## src/rtl/srrip_pkg.sv

```systemverilog
// Shared constants, row layouts and control structs of the replacement block.
`timescale 1ns / 1ps
package srrip_pkg;

  localparam int NUM_SETS     = 2048;
  localparam int NUM_WAYS     = 16;
  localparam int RRPV_WIDTH   = 2;
  localparam int DELTA_WINDOW = 4;

  localparam int SET_W  = $clog2(NUM_SETS);
  localparam int WAY_W  = $clog2(NUM_WAYS);
  localparam int ADDR_W = 64;
  localparam int PTR_W  = $clog2(DELTA_WINDOW);
  localparam int CNT_W  = $clog2(DELTA_WINDOW);
  localparam int THR_W  = 2;

  localparam logic [RRPV_WIDTH-1:0] RRPV_DISTANT = {RRPV_WIDTH{1'b1}};
  localparam logic [THR_W-1:0]      THR_RESET = 2'd3;

  localparam logic CMD_VICTIM = 1'b0;
  localparam logic CMD_UPDATE = 1'b1;

  typedef logic [NUM_WAYS-1:0][RRPV_WIDTH-1:0] rrpv_row_t;

  typedef struct packed {
    logic [ADDR_W-1:0]                   last;
    logic [DELTA_WINDOW-1:0][ADDR_W-1:0] ring;
    logic [PTR_W-1:0]                    ptr;
    logic                                flag;
  } det_row_t;

  localparam int RRPV_ROW_W = $bits(rrpv_row_t);
  localparam int DET_ROW_W  = $bits(det_row_t);

  typedef struct packed {
    logic capture;
    logic delta_en;
    logic eval_en;
    logic write_en;
    logic clear_en;
  } ctrl_cmd_t;

  typedef struct packed {
    logic clear_done;
    logic out_free;
  } ctrl_status_t;

endpackage

```

## src/rtl/srrip_ctrl.sv

```systemverilog
// Sequencer of the replacement block: clearing pass, then read, delta, evaluate, write.
`timescale 1ns / 1ps
module srrip_ctrl import srrip_pkg::*; (
  input  logic         clk_i,
  input  logic         rst_ni,
  input  logic         in_valid_i,
  output logic         in_stall_o,
  input  ctrl_status_t status_i,
  output ctrl_cmd_t    cmd_o
);

  typedef enum logic [4:0] {
    S_CLEAR = 5'b00001,
    S_IDLE  = 5'b00010,
    S_DELTA = 5'b00100,
    S_EVAL  = 5'b01000,
    S_WRITE = 5'b10000
  } state_e;

  state_e state_q, state_d;

  always_comb begin
    state_d = state_q;
    cmd_o   = '0;
    unique case (state_q)
      S_CLEAR: begin
        cmd_o.clear_en = 1'b1;
        if (status_i.clear_done) begin
          state_d = S_IDLE;
        end
      end
      S_IDLE: begin
        if (in_valid_i) begin
          cmd_o.capture = 1'b1;
          state_d       = S_DELTA;
        end
      end
      S_DELTA: begin
        cmd_o.delta_en = 1'b1;
        state_d        = S_EVAL;
      end
      S_EVAL: begin
        cmd_o.eval_en = 1'b1;
        state_d       = S_WRITE;
      end
      S_WRITE: begin
        // The write and the result load go together, so wait for a free output slot.
        if (status_i.out_free) begin
          cmd_o.write_en = 1'b1;
          state_d        = S_IDLE;
        end
      end
      default: state_d = S_CLEAR;
    endcase
  end

  always_ff @(posedge clk_i or negedge rst_ni) begin
    if (!rst_ni) begin
      state_q <= S_CLEAR;
    end else begin
      state_q <= state_d;
    end
  end

  assign in_stall_o = (state_q != S_IDLE);

endmodule

```

## config.mk

```make
export PLATFORM = sky130hd
export DESIGN_NAME = srrip_ctrl
export DESIGN_NICKNAME = d
export VERILOG_FILES = /design/src/rtl/srrip_pkg.sv /design/src/rtl/srrip_ctrl.sv
export SDC_FILE = /design/constraint.sdc
export NUM_CORES = 1
export LEC_CHECK = 0
export BUFFER_PORTS_ARGS = -buffer_cell sky130_fd_sc_hd__clkbuf_2
export CORE_AREA = 2 2 39 41
export DETAILED_ROUTE_END_ITERATION = 10
export DIE_AREA = 0 0 41 43
export PLACE_DENSITY_LB_ADDON = 0.3
export SLEW_MARGIN = 20
export SYNTH_ARGS = -nofsm -noshare
export SYNTH_HDL_FRONTEND = slang
export SYNTH_SLANG_ARGS = --single-unit
```

## constraint.sdc

```tcl
create_clock -name clk_i -period 1.3 [get_ports clk_i]
set_input_delay 0.065 -clock clk_i [delete_from_list [all_inputs] [get_ports clk_i]]
set_output_delay 0.065 -clock clk_i [all_outputs]
set_load 0.1 [all_outputs]
```

==> impl_metrics.json <==
{
  "path_cells": "nor3_4 -> nand3b_4 -> nor2_4 -> buf_12",
  "critPathLaunchType": "flip-flop",
  "cts_buffer_depth": 2,
  "critPathArrivalTime_ns": 1.38,
  "reg_top3": "state_q (5)",
  "p_per_area_mw_per_mm2": 2047,
  "viasPerCell": 4.806,
  "diodes": 0,
  "post-place-ws_ns": 0.03814,
  "drc_errors": 0,
  "rsz0062_at_grt": "true",
  "violations": "setup timing",
  "clk_latency_ns": 0.25,
  "regMostFlops": "state_q",
  "ioPinCount": 11,
  "ys_warn_count": 0,
  "dp_cells": 61,
  "syn_nets": 39,
  "grt_pass1_vias": 334,
  "hold_viol": 0,
  "grt_pass1_wl_mm": 1.428,
  "fin_cells": 67,
  "post_drt_wl_per_cell_um": 11.84,
  "path_max_fanout": 4,
  "ys_seq_elements": 5,
  "run_status": "complete, but fails checks",
  "slowest_stage": "dfrtp_2",
  "dieArea_sq_mm": 0.001763,
  "layout_commonest_cell": "buf_12",
  "setup_slack_ns": -0.1491,
  "skew_ns": 0.001644,
  "grt_max_degree": 8,
  "grt_overflow": 0,
  "vias": 322,
  "synth.distinct_cells": 24,
  "drv_slew": 0,
  "cp-end-kind": "output port",
  "final_cell_mix": "6 x buf_12, 5 x nor2_1, 4 x clkbuf_2, 4 x buf_4, 4 x dfrtp_2",
  "hold_ws_ns": 0.1189,
  "worstPathRequired_ns": 1.24,
  "gp_congestion": 0.6623,
  "syn_area_per_cell_sq_um": 9.642,
  "worst_pin_slew_ns": 0.2267,
  "drtPass1Iterations": 2,
  "initial_core_util_pct": 23.69,
  "path_class": "flip-flop to output port",
  "fin_crit_sh_pct": 111.5,
  "grtUsageTotal_pct": 12.11,
  "largest_reg_flops": 5,
  "drt_iter0_markers": 2,
  "antenna_found_initial": 0,
  "port_buffers": 10,
  "cts_buffers": 3,
  "ys_seq_area_share_pct": 38.55,
  "wl_um": 793,
  "cts_tree": "yes",
  "period_needed_ns": 1.449,
  "core_sq_mm": 0.001384,
  "fin_nets": 57,
  "cts-htree-levels": 1,
  "synthCells": 34,
  "worstHoldPathType": "primary input to flip-flop",
  "slew-limit-headroom_pct": 84.84,
  "cts.sinks": 5,
  "critPathMaxStageDelay_ns": 0.42,
  "chipWidth_um": 41,
  "leakage_nw": 0.2630,
  "netlist_area_sq_um": 327.8,
  "path_clk_slew_ns": 0.05,
  "die_y_um": 43,
  "post_dp_cell_area_sq_um": 515.5,
  "row_count": 14,
  "drive_above_1_share_pct": 60.78,
  "setup_violations": 6,
  "cts.root.buffer_cell": "clkbuf_4",
  "dp_hpwl_um": 603,
  "clock.fmax_ghz": 0.6901,
  "stdcell_area_sq_um": 579.3,
  "drt.antenna.violating_nets": 0,
  "drv_cap": 0,
  "vdd_drop_max_mv": 1.209,
  "area_delta_synth_final_pct": 76.72
}
-- worst max-delay path, delay by kind of cell, from the launching register on --
family / cells / cell delay, ns
buf+inv: 1 / 0.18
flops: 1 / 0.42
simple gates: 3 / 0.53
-- layer usage --
| layer | up-vias | routed length [um] | global-route usage [%] |
|---|---|---|---|
| met4 | 0 | 0 | 4.000 |
| met1 | 155 | 326 | 14.38 |
| met3 | 0 | 55 | 6.806 |
| met5 | - | 0 | 0 |
| met2 | 12 | 411 | 17.81 |
| li1 | 155 | - | - |
-- stage by stage --
| step | util [%] | power [W] | setup TNS [ns] |
|---|---|---|---|
| after floorplan | - | 0.0007223 | -0.4474 |
| after global routing | 41.86 | 0.001246 | -0.9408 |
| final | 41.86 | 0.001186 | -0.5740 |
| after CTS | 41.32 | 0.001187 | -0.6588 |
| after detailed placement | 37.25 | 0.0009719 | 0 |
| after global placement | 37.25 | 0.0009710 | 0 |
-- cells in the mapped netlist --
cell	count	area [sq um]
or2_1	1	6.260
nand4b_1	1	8.760
xor2_1	1	8.760
dfrtp_1	4	100.1
dfstp_2	1	26.28
nand3b_2	1	11.26
and4_2	1	10.01
and3b_1	1	8.760
nor2b_1	1	6.260
nor3_1	1	5.000
and4b_1	1	10.01
nor2_1	6	22.52
inv_1	1	3.750
nor2_2	1	6.260
a21boi_0	1	7.510
o31ai_1	1	7.510
and3_1	3	18.77
buf_4	1	7.510
nor3b_1	1	7.510
o21ai_0	1	5.000
and3_4	1	11.26
nor3_2	1	10.01
o211ai_1	1	7.510
buf_6	1	11.26
-- logic make-up (layout without fill, tap and decap cells) --
family          count (synthesis)  after routing  synth area share, %
flops                           5              5                38.55
compound gates                  4              4                8.398
simple gates                   21             21                43.52
buf+inv                         3             20                6.870
xor+xnor                        1              1                2.672
-- layout make-up --
type,instances,area (sq um)
Clock buffer,4,26.28
Fill cell,141,804.5
Inverter,1,3.754
Multi-Input combinational cell,26,217.7
Sequential cell,5,131.4
Tap cell,16,20.02
Timing Repair Buffer,15,180.2
-- timing repair --
action                                  in CTS  in global routing
pin swaps                                    5                  1
endpoints found under the setup margin       6                  7
resized for setup                            4                  3
hold endpoints to repair                     5                  0
hold buffers                                 1                  0
setup buffers                                1                  0
-- worst paths after layout --
| path | slack (ns) | cells past startpoint | end | from |
|---|---|---|---|---|
| setup / recovery | -0.15 | 4 | cmd_o[4] | state_q[4]$_DFFE_PN0P_ |
| hold / removal | 0.12 | 3 | state_q[2]$_DFFE_PN0P_ | in_valid_i |
| setup reg to reg | 0.03 | 4 | state_q[4]$_DFFE_PN0P_ | state_q[4]$_DFFE_PN0P_ |
| hold reg to reg | 0.62 | 1 | state_q[3]$_DFFE_PN0P_ | state_q[2]$_DFFE_PN0P_ |
| max in group asynchronous | 0.93 | 2 | state_q[0]$_DFFE_PN1P_ | rst_ni |
| min in group asynchronous | 0.16 | 2 | state_q[3]$_DFFE_PN0P_ | rst_ni |
-- where the power goes --
group	leakage (nW)	internal, W	switching, W
clock network	0.0150	0.000117	0.0000762
logic	0.190	0.000288	0.000425
registers	0.0584	0.000208	0.0000722
total	0.263	0.000613	0.000573
Power figures use the tool's default switching activity.
